<file path="config.mk">
export PLATFORM = sky130hd
export DESIGN_NAME = running_covariance_3axis_core
export DESIGN_NICKNAME = d
export VERILOG_FILES = /design/src/wcv_pkg.sv /design/src/wcv_iter.sv /design/src/running_covariance_3axis_core.sv
export SDC_FILE = /design/constraint.sdc
export NUM_CORES = 2
export LEC_CHECK = 0
export BUFFER_PORTS_ARGS = -buffer_cell sky130_fd_sc_hd__buf_2
export CORE_UTILIZATION = 45
export CTS_CLUSTER_DIAMETER = 40
export DETAILED_ROUTE_END_ITERATION = 10
export PLACE_DENSITY = 0.6
export SLEW_MARGIN = 20
export SYNTH_ARGS = -nofsm -noshare
export SYNTH_HDL_FRONTEND = slang
export SYNTH_SLANG_ARGS = --single-unit
</file>
<file path="constraint.sdc">
create_clock -name i_clk -period 11.1 [get_ports i_clk]
set_input_delay 1.665 -clock i_clk [delete_from_list [all_inputs] [get_ports i_clk]]
set_output_delay 1.665 -clock i_clk [all_outputs]
set_load 0.02 [all_outputs]
</file>
<file path="src/wcv_pkg.sv">
// Shared types and constants for the three-axis running covariance block.
`default_nettype none
package wcv_pkg;

    // Width of the running square and cross sums.
    localparam int SUM_BITS = 64;

    // Command to the shared bit-serial unit.
    typedef struct packed {
        logic start;    // load operands and begin
        logic div;      // 1: divide, 0: multiply
    } t_cmd;

endpackage
`default_nettype wire

</file>
<file path="src/wcv_iter.sv">
// Shared bit-serial unit: restoring divide or shift-add multiply on magnitudes.
`default_nettype none
module wcv_iter #(
    parameter int NUM_BITS = 64,
    parameter int DEN_BITS = 24,
    parameter int MUL_BITS = 33
) (
    input  wire                        i_clk,
    input  wire                        i_rst_n,
    input  wcv_pkg::t_cmd              i_cmd,
    input  wire  [NUM_BITS-1:0]        i_num,
    input  wire  [DEN_BITS-1:0]        i_den,
    input  wire  [MUL_BITS-1:0]        i_mul_a,
    input  wire  [MUL_BITS-1:0]        i_mul_b,
    output logic                       o_done,
    output logic [NUM_BITS-1:0]        o_quot,
    output logic [2*MUL_BITS-1:0]      o_prod
);
    localparam int STEPS_MAX = (NUM_BITS > MUL_BITS) ? NUM_BITS : MUL_BITS;
    localparam int CW = $clog2(STEPS_MAX + 1);

    logic                  r_run;
    logic                  r_div;
    logic                  r_done;
    logic [CW-1:0]         r_cnt;
    logic [DEN_BITS-1:0]   r_rem;
    logic [DEN_BITS-1:0]   r_den;
    logic [NUM_BITS-1:0]   r_sh;
    logic [MUL_BITS-1:0]   r_mcand;
    logic [2*MUL_BITS-1:0] r_prod;

    logic [DEN_BITS:0]     w_trial;
    logic [DEN_BITS:0]     w_diff;
    logic                  w_ge;
    logic [MUL_BITS:0]     w_psum;
    logic                  w_last;

    always_comb begin
        w_trial = {r_rem, r_sh[NUM_BITS-1]};
        w_ge    = (w_trial >= {1'b0, r_den});
        w_diff  = w_trial - {1'b0, r_den};
        w_psum  = {1'b0, r_prod[2*MUL_BITS-1:MUL_BITS]}
                + (r_prod[0] ? {1'b0, r_mcand} : '0);
        w_last  = r_div ? (r_cnt == CW'(NUM_BITS - 1)) : (r_cnt == CW'(MUL_BITS - 1));
    end

    always_ff @(posedge i_clk) begin
        if (!i_rst_n) begin
            r_run  <= 1'b0;
            r_done <= 1'b0;
            r_div  <= 1'b0;
            r_cnt  <= '0;
        end else begin
            r_done <= 1'b0;
            if (i_cmd.start) begin
                r_run   <= 1'b1;
                r_div   <= i_cmd.div;
                r_cnt   <= '0;
                r_rem   <= '0;
                r_den   <= i_den;
                r_sh    <= i_num;
                r_mcand <= i_mul_a;
                r_prod  <= {{MUL_BITS{1'b0}}, i_mul_b};
            end else if (r_run) begin
                if (r_div) begin
                    r_rem <= w_ge ? w_diff[DEN_BITS-1:0] : w_trial[DEN_BITS-1:0];
                    r_sh  <= {r_sh[NUM_BITS-2:0], w_ge};
                end else begin
                    r_prod <= {w_psum, r_prod[MUL_BITS-1:1]};
                end
                r_cnt <= r_cnt + 1'b1;
                if (w_last) begin
                    r_run  <= 1'b0;
                    r_done <= 1'b1;
                end
            end
        end
    end

    assign o_done = r_done;
    assign o_quot = r_sh;
    assign o_prod = r_prod;

endmodule
`default_nettype wire

</file>
<file path="src/running_covariance_3axis_core.sv">
// Top level: running mean, variance and covariance of a three-axis sample stream.
//
//  channel | handshake          | payload
//  --------+--------------------+------------------------------------------------
//  in      | i_valid / o_ready  | i_sample_x, i_sample_y, i_sample_z
//  out     | o_valid / i_ready  | o_sample_count, o_mean_*, o_variance_*, o_covariance_*
//
// One word in gives one word out. All arithmetic runs on one bit-serial unit:
// three mean divides by the count, six deviation products and six sum divides
// by count-1, each followed by a handoff before the next operation starts.
// The very first word after reset skips all of that and goes straight to output.
// o_ready is high only while idle; a finished word is held until i_ready takes it.
// Reset (synchronous, active low) clears the count, means and sums.
`default_nettype none
module running_covariance_3axis_core #(
    parameter int COUNT_BITS    = 24,
    parameter int SAMPLE_BITS   = 16,
    parameter int FRACTION_BITS = 16
) (
    input  wire                                          i_clk,
    input  wire                                          i_rst_n,
    input  wire                                          i_valid,
    output logic                                         o_ready,
    input  wire  signed [SAMPLE_BITS-1:0]                i_sample_x,
    input  wire  signed [SAMPLE_BITS-1:0]                i_sample_y,
    input  wire  signed [SAMPLE_BITS-1:0]                i_sample_z,
    output logic                                         o_valid,
    input  wire                                          i_ready,
    output logic        [COUNT_BITS-1:0]                 o_sample_count,
    output logic signed [SAMPLE_BITS+FRACTION_BITS-1:0]  o_mean_x,
    output logic signed [SAMPLE_BITS+FRACTION_BITS-1:0]  o_mean_y,
    output logic signed [SAMPLE_BITS+FRACTION_BITS-1:0]  o_mean_z,
    output logic        [2*SAMPLE_BITS+FRACTION_BITS-3:0] o_variance_x,
    output logic        [2*SAMPLE_BITS+FRACTION_BITS-3:0] o_variance_y,
    output logic        [2*SAMPLE_BITS+FRACTION_BITS-3:0] o_variance_z,
    output logic signed [2*SAMPLE_BITS+FRACTION_BITS-2:0] o_covariance_xy,
    output logic signed [2*SAMPLE_BITS+FRACTION_BITS-2:0] o_covariance_yz,
    output logic signed [2*SAMPLE_BITS+FRACTION_BITS-2:0] o_covariance_zx
);
    localparam int MB  = SAMPLE_BITS + FRACTION_BITS;       // mean width
    localparam int AW  = MB + 1;                             // deviation width
    localparam int VB  = 2 * SAMPLE_BITS + FRACTION_BITS - 2;
    localparam int CB  = VB + 1;
    localparam int SB  = wcv_pkg::SUM_BITS;
    localparam int PW  = 2 * AW;
    localparam int SHW = PW - FRACTION_BITS;
    localparam int EW  = (SHW > SB) ? SHW : SB;
    localparam int QX  = ((CB > SB) ? CB : SB) + 1;

    localparam logic [2:0] S_IDLE = 3'd0;
    localparam logic [2:0] S_MDIV = 3'd1;   // mean update divides
    localparam logic [2:0] S_MUL  = 3'd2;   // deviation products
    localparam logic [2:0] S_ODIV = 3'd3;   // output divides
    localparam logic [2:0] S_OUT  = 3'd4;

    localparam logic [SB-1:0] SUM_MAX = {1'b0, {(SB-1){1'b1}}};
    localparam logic [SB-1:0] SUM_MIN = {1'b1, {(SB-1){1'b0}}};
    localparam logic [QX-1:0] VLIM    = (QX'(1) << VB) - QX'(1);
    localparam logic [QX-1:0] CHI     = (QX'(1) << (CB - 1)) - QX'(1);

    logic [2:0]                r_state;
    logic [2:0]                r_idx;
    logic                      r_go;
    logic [COUNT_BITS-1:0]     r_count;
    logic signed [MB-1:0]      r_xf   [3];
    logic signed [MB-1:0]      r_mean [3];
    logic signed [AW-1:0]      r_a    [3];
    logic signed [SB-1:0]      r_sq   [3];
    logic signed [SB-1:0]      r_cr   [3];
    logic [VB-1:0]             r_var  [3];
    logic [CB-1:0]             r_cov  [3];

    logic signed [AW-1:0]      w_d [3];
    logic [1:0]                w_ax;
    logic [1:0]                w_jx;
    wcv_pkg::t_cmd             w_cmd;
    logic [SB-1:0]             w_num;
    logic [COUNT_BITS-1:0]     w_den;
    logic [AW-1:0]             w_ma;
    logic [AW-1:0]             w_mb;
    logic                      w_done;
    logic [SB-1:0]             w_quot;
    logic [PW-1:0]             w_prod;
    logic signed [SB-1:0]      w_sum_sel;
    logic signed [AW-1:0]      w_qm;
    logic [MB-1:0]             w_mean_new;
    logic [EW-1:0]             w_pext;
    logic [SB-1:0]             w_pmag;
    logic [SB-1:0]             w_term;
    logic                      w_pneg;
    logic [SB:0]               w_acc;
    logic [SB-1:0]             w_acc_sat;
    logic [QX-1:0]             w_qx;
    logic [QX-1:0]             w_qneg;
    logic [VB-1:0]             w_var;
    logic [CB-1:0]             w_cov;
    logic [SAMPLE_BITS-1:0]    w_smp [3];

    function automatic logic [AW-1:0] f_abs(input logic [AW-1:0] v);
        f_abs = v[AW-1] ? (AW'(0) - v) : v;
    endfunction

    function automatic logic [1:0] f_next(input logic [1:0] k);
        case (k)
            2'd0:    f_next = 2'd1;
            2'd1:    f_next = 2'd2;
            default: f_next = 2'd0;
        endcase
    endfunction

    assign w_smp[0] = i_sample_x;
    assign w_smp[1] = i_sample_y;
    assign w_smp[2] = i_sample_z;

    // deviation of each lane from its current mean: a before the update, b after
    for (genvar k = 0; k < 3; k++) begin : g_lane
        assign w_d[k] = AW'(r_xf[k]) - AW'(r_mean[k]);
    end

    always_comb begin
        w_ax = (r_idx < 3'd3) ? r_idx[1:0] : 2'(r_idx - 3'd3);
        w_jx = (r_idx < 3'd3) ? w_ax : f_next(w_ax);
        w_sum_sel = (r_idx < 3'd3) ? r_sq[w_ax] : r_cr[w_ax];

        w_cmd.start = ((r_state == S_MDIV) || (r_state == S_MUL) || (r_state == S_ODIV))
                      && !r_go;
        w_cmd.div   = (r_state != S_MUL);

        if (r_state == S_MDIV) begin
            w_num = SB'(f_abs(w_d[w_ax]));
            w_den = r_count;
        end else begin
            w_num = w_sum_sel[SB-1] ? (SB'(0) - w_sum_sel) : w_sum_sel;
            w_den = r_count - 1'b1;
        end
        w_ma = f_abs(r_a[w_ax]);
        w_mb = f_abs(w_d[w_jx]);

        // mean += a / n, truncated toward zero
        w_qm       = w_d[w_ax][AW-1] ? (AW'(0) - AW'(w_quot)) : AW'(w_quot);
        w_mean_new = MB'(AW'(r_mean[w_ax]) + w_qm);

        // product shifted down by the fraction, magnitude capped, then signed
        w_pext = EW'(w_prod[PW-1:FRACTION_BITS]);
        w_pmag = (|w_pext[EW-1:SB-1]) ? SUM_MAX : w_pext[SB-1:0];
        w_pneg = r_a[w_ax][AW-1] ^ w_d[w_jx][AW-1];
        w_term = w_pneg ? (SB'(0) - w_pmag) : w_pmag;

        // saturating accumulate
        w_acc = {w_sum_sel[SB-1], w_sum_sel} + {w_term[SB-1], w_term};
        if (w_acc[SB] != w_acc[SB-1]) begin
            w_acc_sat = w_acc[SB] ? SUM_MIN : SUM_MAX;
        end else begin
            w_acc_sat = w_acc[SB-1:0];
        end

        // output quotient clamps
        w_qx   = QX'(w_quot);
        w_qneg = QX'(0) - w_qx;
        if (w_sum_sel[SB-1]) begin
            w_var = '0;
        end else begin
            w_var = (w_qx > VLIM) ? VLIM[VB-1:0] : w_qx[VB-1:0];
        end
        if (w_sum_sel[SB-1]) begin
            w_cov = (w_qx > (CHI + QX'(1))) ? {1'b1, {(CB-1){1'b0}}} : w_qneg[CB-1:0];
        end else begin
            w_cov = (w_qx > CHI) ? CHI[CB-1:0] : w_qx[CB-1:0];
        end
    end

    wcv_iter #(
        .NUM_BITS (SB),
        .DEN_BITS (COUNT_BITS),
        .MUL_BITS (AW)
    ) u_iter (
        .i_clk   (i_clk),
        .i_rst_n (i_rst_n),
        .i_cmd   (w_cmd),
        .i_num   (w_num),
        .i_den   (w_den),
        .i_mul_a (w_ma),
        .i_mul_b (w_mb),
        .o_done  (w_done),
        .o_quot  (w_quot),
        .o_prod  (w_prod)
    );

    always_ff @(posedge i_clk) begin
        if (!i_rst_n) begin
            r_state <= S_IDLE;
            r_idx   <= '0;
            r_go    <= 1'b0;
            r_count <= '0;
            for (int k = 0; k < 3; k++) begin
                r_mean[k] <= '0;
                r_sq[k]   <= '0;
                r_cr[k]   <= '0;
            end
        end else begin
            case (r_state)
                S_IDLE: begin
                    if (i_valid) begin
                        for (int k = 0; k < 3; k++) begin
                            r_xf[k] <= {w_smp[k], {FRACTION_BITS{1'b0}}};
                        end
                        if (r_count != {COUNT_BITS{1'b1}}) begin
                            r_count <= r_count + 1'b1;
                        end
                        if (r_count == '0) begin
                            // first word: means take the sample, spreads are zero
                            for (int k = 0; k < 3; k++) begin
                                r_mean[k] <= {w_smp[k], {FRACTION_BITS{1'b0}}};
                                r_sq[k]   <= '0;
                                r_cr[k]   <= '0;
                                r_var[k]  <= '0;
                                r_cov[k]  <= '0;
                            end
                            r_state <= S_OUT;
                        end else begin
                            r_state <= S_MDIV;
                        end
                        r_idx <= '0;
                        r_go  <= 1'b0;
                    end
                end
                S_MDIV: begin
                    if (!r_go) begin
                        r_go <= 1'b1;
                    end else if (w_done) begin
                        r_go         <= 1'b0;
                        r_a[w_ax]    <= w_d[w_ax];
                        r_mean[w_ax] <= w_mean_new;
                        if (r_idx == 3'd2) begin
                            r_idx   <= '0;
                            r_state <= S_MUL;
                        end else begin
                            r_idx <= r_idx + 1'b1;
                        end
                    end
                end
                S_MUL: begin
                    if (!r_go) begin
                        r_go <= 1'b1;
                    end else if (w_done) begin
                        r_go <= 1'b0;
                        if (r_idx < 3'd3) begin
                            r_sq[w_ax] <= w_acc_sat;
                        end else begin
                            r_cr[w_ax] <= w_acc_sat;
                        end
                        if (r_idx == 3'd5) begin
                            r_idx   <= '0;
                            r_state <= S_ODIV;
                        end else begin
                            r_idx <= r_idx + 1'b1;
                        end
                    end
                end
                S_ODIV: begin
                    if (!r_go) begin
                        r_go <= 1'b1;
                    end else if (w_done) begin
                        r_go <= 1'b0;
                        if (r_idx < 3'd3) begin
                            r_var[w_ax] <= w_var;
                        end else begin
                            r_cov[w_ax] <= w_cov;
                        end
                        if (r_idx == 3'd5) begin
                            r_idx   <= '0;
                            r_state <= S_OUT;
                        end else begin
                            r_idx <= r_idx + 1'b1;
                        end
                    end
                end
                S_OUT: begin
                    if (i_ready) begin
                        r_state <= S_IDLE;
                    end
                end
                default: begin
                    r_state <= S_IDLE;
                end
            endcase
        end
    end

    assign o_ready         = (r_state == S_IDLE);
    assign o_valid         = (r_state == S_OUT);
    assign o_sample_count  = r_count;
    assign o_mean_x        = r_mean[0];
    assign o_mean_y        = r_mean[1];
    assign o_mean_z        = r_mean[2];
    assign o_variance_x    = r_var[0];
    assign o_variance_y    = r_var[1];
    assign o_variance_z    = r_var[2];
    assign o_covariance_xy = r_cov[0];
    assign o_covariance_yz = r_cov[1];
    assign o_covariance_zx = r_cov[2];

    // never open for a new word while a result is pending
    a_no_overlap: assert property (@(posedge i_clk) disable iff (!i_rst_n)
        o_valid |-> !o_ready)
        else $error("input open while result pending");

    // a taken result is not shown twice
    a_single_out: assert property (@(posedge i_clk) disable iff (!i_rst_n)
        (o_valid && i_ready) |=> !o_valid)
        else $error("result repeated");

    // an accepted word always leaves a nonzero count
    a_count_up: assert property (@(posedge i_clk) disable iff (!i_rst_n)
        (i_valid && o_ready) |=> (o_sample_count != '0))
        else $error("count not advanced");

    // a single sample has no spread
    a_first_zero: assert property (@(posedge i_clk) disable iff (!i_rst_n)
        (o_valid && (o_sample_count == COUNT_BITS'(1))) |->
        (o_variance_x == '0 && o_variance_y == '0 && o_variance_z == '0 &&
         o_covariance_xy == '0 && o_covariance_yz == '0 && o_covariance_zx == '0))
        else $error("nonzero spread on first sample");

endmodule
`default_nettype wire

</file>
* Yosys cells after proc, flatten, opt, wreduce, memory -nomap -nowiden
Memories as Yosys holds them, arrays and structs flattened.
Cells that the tools add are included.
** Storage, ports and cells
- Register bits :: 252
- Latch bits :: 0
- Memory bits (writable) :: 906
- Memory bits (read-only) :: 0
- Logic and storage cells :: 236
- Memories kept :: 7
** Memory list
- r_cr :: depth 3, width 64, rd ports 1, clocked after Yosys merged registers in 0, write ports 3, RTL line running_covariance_3axis_core.sv:69 : logic signed [SB-1:0] r_cr [3];
- r_sq :: depth 3, width 64, rd ports 1, clocked after Yosys merged registers in 0, write ports 3, RTL line running_covariance_3axis_core.sv:68 : logic signed [SB-1:0] r_sq [3];
- r_cov :: depth 3, width 47, rd ports 3, clocked after Yosys merged registers in 0, write ports 3, RTL line running_covariance_3axis_core.sv:71 : logic [CB-1:0] r_cov [3];
- r_var :: depth 3, width 46, rd ports 3, clocked after Yosys merged registers in 0, write ports 3, RTL line running_covariance_3axis_core.sv:70 : logic [VB-1:0] r_var [3];
- r_a :: depth 3, width 33, rd ports 1, clocked after Yosys merged registers in 0, write ports 1, RTL line running_covariance_3axis_core.sv:67 : logic signed [AW-1:0] r_a [3];
- r_mean :: depth 3, width 32, rd ports 4, clocked after Yosys merged registers in 0, write ports 3, RTL line running_covariance_3axis_core.sv:66 : logic signed [MB-1:0] r_mean [3];
- +1 memories
** Operators by class
- Add/sub/neg operators :: 19
- $mul :: 0
- Divide/modulo/power cells :: 0
- Magnitude comparators :: 6
- Eq/ne operators :: 26
- Shifts and indexed selects :: 0
- Multiplexer cells :: 122
- Bitwise operators :: 14
- Reductions and logical operators :: 27
** Operator list (count)
- 64-bit two-way mux :: 17
- 33-bit two-way mux :: 8
- 32-bit two-way mux :: 6
- 47-bit two-way mux :: 4
- 46-bit two-way mux :: 3
- 33-bit binary-select mux with 2-bit select :: 2
- 66-bit two-way mux :: 2
- 64-bit OR reduction :: 2
- 1-bit by 33-bit subtractor with 33-bit output, first input constant :: 3
- 32-bit by 32-bit subtractor with 33-bit output :: 3
- 24-bit two-way mux :: 4
- 64-bit by 64-bit adder with 65-bit output :: 1
- 64-bit by 46-bit greater-than comparator with 1-bit output, second input constant :: 1
- 64-bit by 47-bit greater-than comparator with 1-bit output, second input constant :: 1
- 1-bit by 64-bit subtractor with 64-bit output, first input constant :: 1
- 3-bit two-way mux :: 19
- 1-bit by 50-bit subtractor with 51-bit output, first input constant :: 1
- 47-bit OR reduction :: 1
- 1-bit by 47-bit subtractor with 47-bit output, first input constant :: 1
- 1-bit two-way mux :: 46
- 46-bit OR reduction :: 1
- 33-bit by 34-bit adder with 34-bit output :: 1
- 32-bit adder :: 1
- 32-bit OR reduction :: 1
- other kinds (43) :: 84

* Depth between registers and ports, before layout
- Depth after elaboration :: 15
- Depth in mapped cells :: 36
- Mapped depth without buffers :: 26

* Hierarchy
From an unflattened synthesis, not the netlist that was laid out.
** Second synthesis, totals
- Cells, all modules :: 7122
- Area total of the unflattened synthesis :: 72734.8 um^2
** By module, submodules not included
- running_covariance_3axis_core :: times used 1, cells an instance 6159, area each 61078.6 um^2, sequential area each 30889.6 um^2
- wcv_iter :: times used 1, cells an instance 963, area each 11656.2 um^2, sequential area each 6536.3 um^2

* Worst setup path after synthesis
Ideal clock, no wire load.
- Path type :: reg2reg
- From :: register r_idx[0]
- To :: memory r_cr[3][0] in the netlist's numbering (enable)
- Arrival time :: 9306 ps
- Required time :: 10456 ps
- Slack :: 1150 ps
- Stages on the path, launching flop included :: 17
- Path buffers :: 13
- Cells stage by stage :: dfxtp_1 -> buf_4 -> buf_4 -> inv_1 -> buf_2 -> buf_1 -> clkbuf_1 -> clkbuf_1 -> ha_1 -> buf_2 -> buf_4 -> buf_2 -> buf_2 -> buf_2 -> buf_1 -> clkbuf_1 -> nor4_1
** RTL lines
- start: declaration :: RTL line running_covariance_3axis_core.sv:62 : logic [2:0] r_idx;
- start signal: assignment :: RTL line running_covariance_3axis_core.sv:238 : r_idx <= r_idx + 1'b1;
- start signal: assignment :: RTL line running_covariance_3axis_core.sv:256 : r_idx <= r_idx + 1'b1;
- start signal: assignment :: RTL line running_covariance_3axis_core.sv:274 : r_idx <= r_idx + 1'b1;
- end: declaration :: RTL line running_covariance_3axis_core.sv:69

==> impl_metrics.json <==
{
  "nets": 7624,
  "detail-route-antenna-nets": 0,
  "fp-row-count": 145,
  "htree_levels": 4,
  "diodes": 0,
  "place_ws_ps": 1640,
  "vdd_ir_drop_max_mv": 0.197,
  "root_buffer": "clkbuf_16",
  "leakagePower_uw": 0.0324,
  "grt_pass1_vias": 54837,
  "min_from": "u_iter.o_prod[1]$_DFFE_PP_",
  "status": "finished clean",
  "drt_iter0_drc": 7373,
  "cts_tree": "built",
  "cts.repair.resized": 0,
  "regToRegStartpoint": "r_mean[0][0]$_SDFFCE_PN0P_",
  "wirelength_um": 257000,
  "tightest_slew_ps": 1260,
  "ys_dominant_reg_cell": "edfxtp_1",
  "worstSetupPathType": "register to register",
  "clk_pin_slew_ps": 50,
  "dr.pass1.iters": 7,
  "worst-endpoint-arrival_ps": 10470,
  "min_path_type": "register to register",
  "cts_sinks": 1260,
  "die_w_um": 400,
  "layout_setup_ws_ps": 1290,
  "start_util_pct": 45.5,
  "holdBufCountCts": 0,
  "synth_top_area_share_pct": 51.3,
  "comb_power_share_pct": 49.9,
  "rsz0062_at_grt": "no",
  "setup_tns_ps": 0,
  "cap_viol_max_count": 0,
  "setup_viol": 0,
  "yosysSeqAreaShare_pct": 52.5,
  "grt_pass1_wl_um": 369000,
  "yosysWarnings": 0,
  "layout_common_cells": "edfxtp_1, nor2_1, a21oi_1, buf_2, nand2_1",
  "drive_above_1_share_pct": 14.7,
  "cpMaxStageDelayCell": "mux2i_4",
  "die_h_um": 400,
  "grt_usage_pct": 31.1,
  "required_ps": 11760,
  "final_common_cell": "edfxtp_1",
  "via_count": 59388,
  "grt_overflow": 0,
  "drc": 0,
  "grt_max_degree": 123,
  "synthCells": 6985,
  "gp_congestion": 0.947,
  "synth-seq-cells": 1260,
  "avgSynthCellArea_um2": 10.2,
  "p_clk_share_pct": 22.7,
  "path_max_fanout": 24,
  "end_kind": "register",
  "io_pins": 453,
  "synth.largest_area_cell": "edfxtp_1",
  "async_reset_ff_share_pct": 0,
  "max_slew_margin_pct": 15.7,
  "intPower_uw": 14500,
  "cp-startpoint": "r_mean[0][0]$_SDFFCE_PN0P_",
  "cts_max_path_buffers": 3,
  "postCtsSetupBuffers": 0,
  "yosys-top-cells-area": "edfxtp_1, nor2_1, ha_1",
  "dp_hpwl_um": 179000,
  "finalCriticalPeriod_ps": 9810,
  "wl_per_cell_um": 26.9,
  "critPathLaunchType": "register",
  "vias_per_cell": 6.20,
  "synthToLayoutAreaGrowth_pct": 15.6,
  "place.port_buffers": 452,
  "syn_area_mm2": 0.0713,
  "core_area_mm2": 0.157,
  "dieArea_mm2": 0.160,
  "hold_viol": 0,
  "ys_types": 102,
  "max_freq_ghz": 0.102,
  "critPathMaxStageDelay_ps": 900,
  "timing.final.crit_share_pct": 88.4,
  "antenna_found_initial": 10,
  "finClkSkew_ps": 50.3,
  "drv_slew": 0,
  "switching_power_uw": 12400,
  "seq_power_share_pct": 27.5,
  "synth_edf_count": 1219,
  "clock_latency_ps": 840,
  "finalPower_uw": 26900,
  "cts_buffers": 190,
  "powerDensity_mw_per_mm2": 326,
  "sw_frac_of_total_pct": 46.2
}
-- registers in the layout, indices dropped and copies added (netlist names), 3 cells and up --
register / cells
u_iter.o_quot: 64
r_a: 99
r_cov: 141
u_iter.o_prod: 66
r_var: 138
u_iter.r_cnt: 7
u_iter.r_mcand: 33
u_iter.r_den: 24
r_cr: 256
r_state: 3
r_mean: 128
r_xf: 48
r_idx: 3
u_iter.r_rem: 24
o_sample_count: 24
r_sq: 198
-- cell families after synthesis --
| group | share of synthesized area [%] |
|---|---|
| compound gates | 15.7 |
| mux | 2.46 |
| flops | 52.5 |
| fa+ha+maj | 3.90 |
| other cells | 0.00526 |
| xor+xnor | 5.46 |
| simple gates | 16.0 |
| buf+inv | 3.96 |
-- layout make-up --
cell class	count	area, um^2
Fill cell	14022	74200
Clock buffer	207	4840
Clock inverter	146	1650
Sequential cell	1260	37400
Multi-Input combinational cell	5011	31500
Tap cell	2058	2570
Timing Repair Buffer	592	3360
Inverter	297	1110
-- cell usage after synthesis, types with 90 or more instances --
cell type,instances
a21o_1,120
nor3_1,121
ha_1,216
edfxtp_1,1219
nand2_1,475
inv_1,296
o21ai_0,366
and2_1,90
xnor2_1,288
nand3_1,139
nor2_1,1159
a21oi_1,486
xor2_1,157
clkbuf_1,313
-- path summary, 6_finish.rpt --
kind / to / slack (ps) / cells after the start
worst min register to register: u_iter.o_prod[0]$_DFFE_PP_ / 530 / 2
worst max-delay path: r_sq[0][9]$_SDFFCE_PN0P_ / 1290 / 28
worst max register to register: r_sq[0][9]$_SDFFCE_PN0P_ / 1290 / 28
worst min-delay path: u_iter.o_prod[0]$_DFFE_PP_ / 530 / 2
-- metrics by stage --
step / cell area (um^2) / std cells / util, % / hold slack (ps)
6_report: 82500 / 9571 / 52.6 / 525
5_1_grt: 82500 / 9571 / 52.6 / 545
4_1_cts: 82500 / 9570 / 52.6 / 529
3_5_place_dp: 76000 / 9217 / 48.5 / 515
3_3_place_gp: 76000 / 9217 / 48.5 / 501
2_1_floorplan: 71400 / 6990 / - / 476
-- worst max-delay path, delay by kind of cell (launching register included) --
family / cells / cell delay [ps]
compound gates: 12 / 3480
xor+xnor: 2 / 720
fa+ha+maj: 2 / 570
buf+inv: 4 / 960
flops: 1 / 470
mux: 1 / 900
simple gates: 7 / 2510
-- metal layers --
metal / track usage, % / share of wire [%] / up-vias
met5: 0 / 0.030 / -
met1: 43.7 / 42 / 29250
met2: 47.5 / 45 / 3285
li1: - / - / 26377
met3: 6.78 / 11 / 466
met4: 9.99 / 3.1 / 10
-- power by group through the flow --
stage / registers [uW] / clock network [uW] / logic, uW
after floorplan: 7650 / 0 / 8310
after CTS: 7380 / 6150 / 13100
after global placement: 7440 / 0 / 12900
after global routing: 7470 / 6330 / 14400
final: 7390 / 6100 / 13400
after detailed placement: 7470 / 0 / 13000
Power figures use the tool's default switching activity.
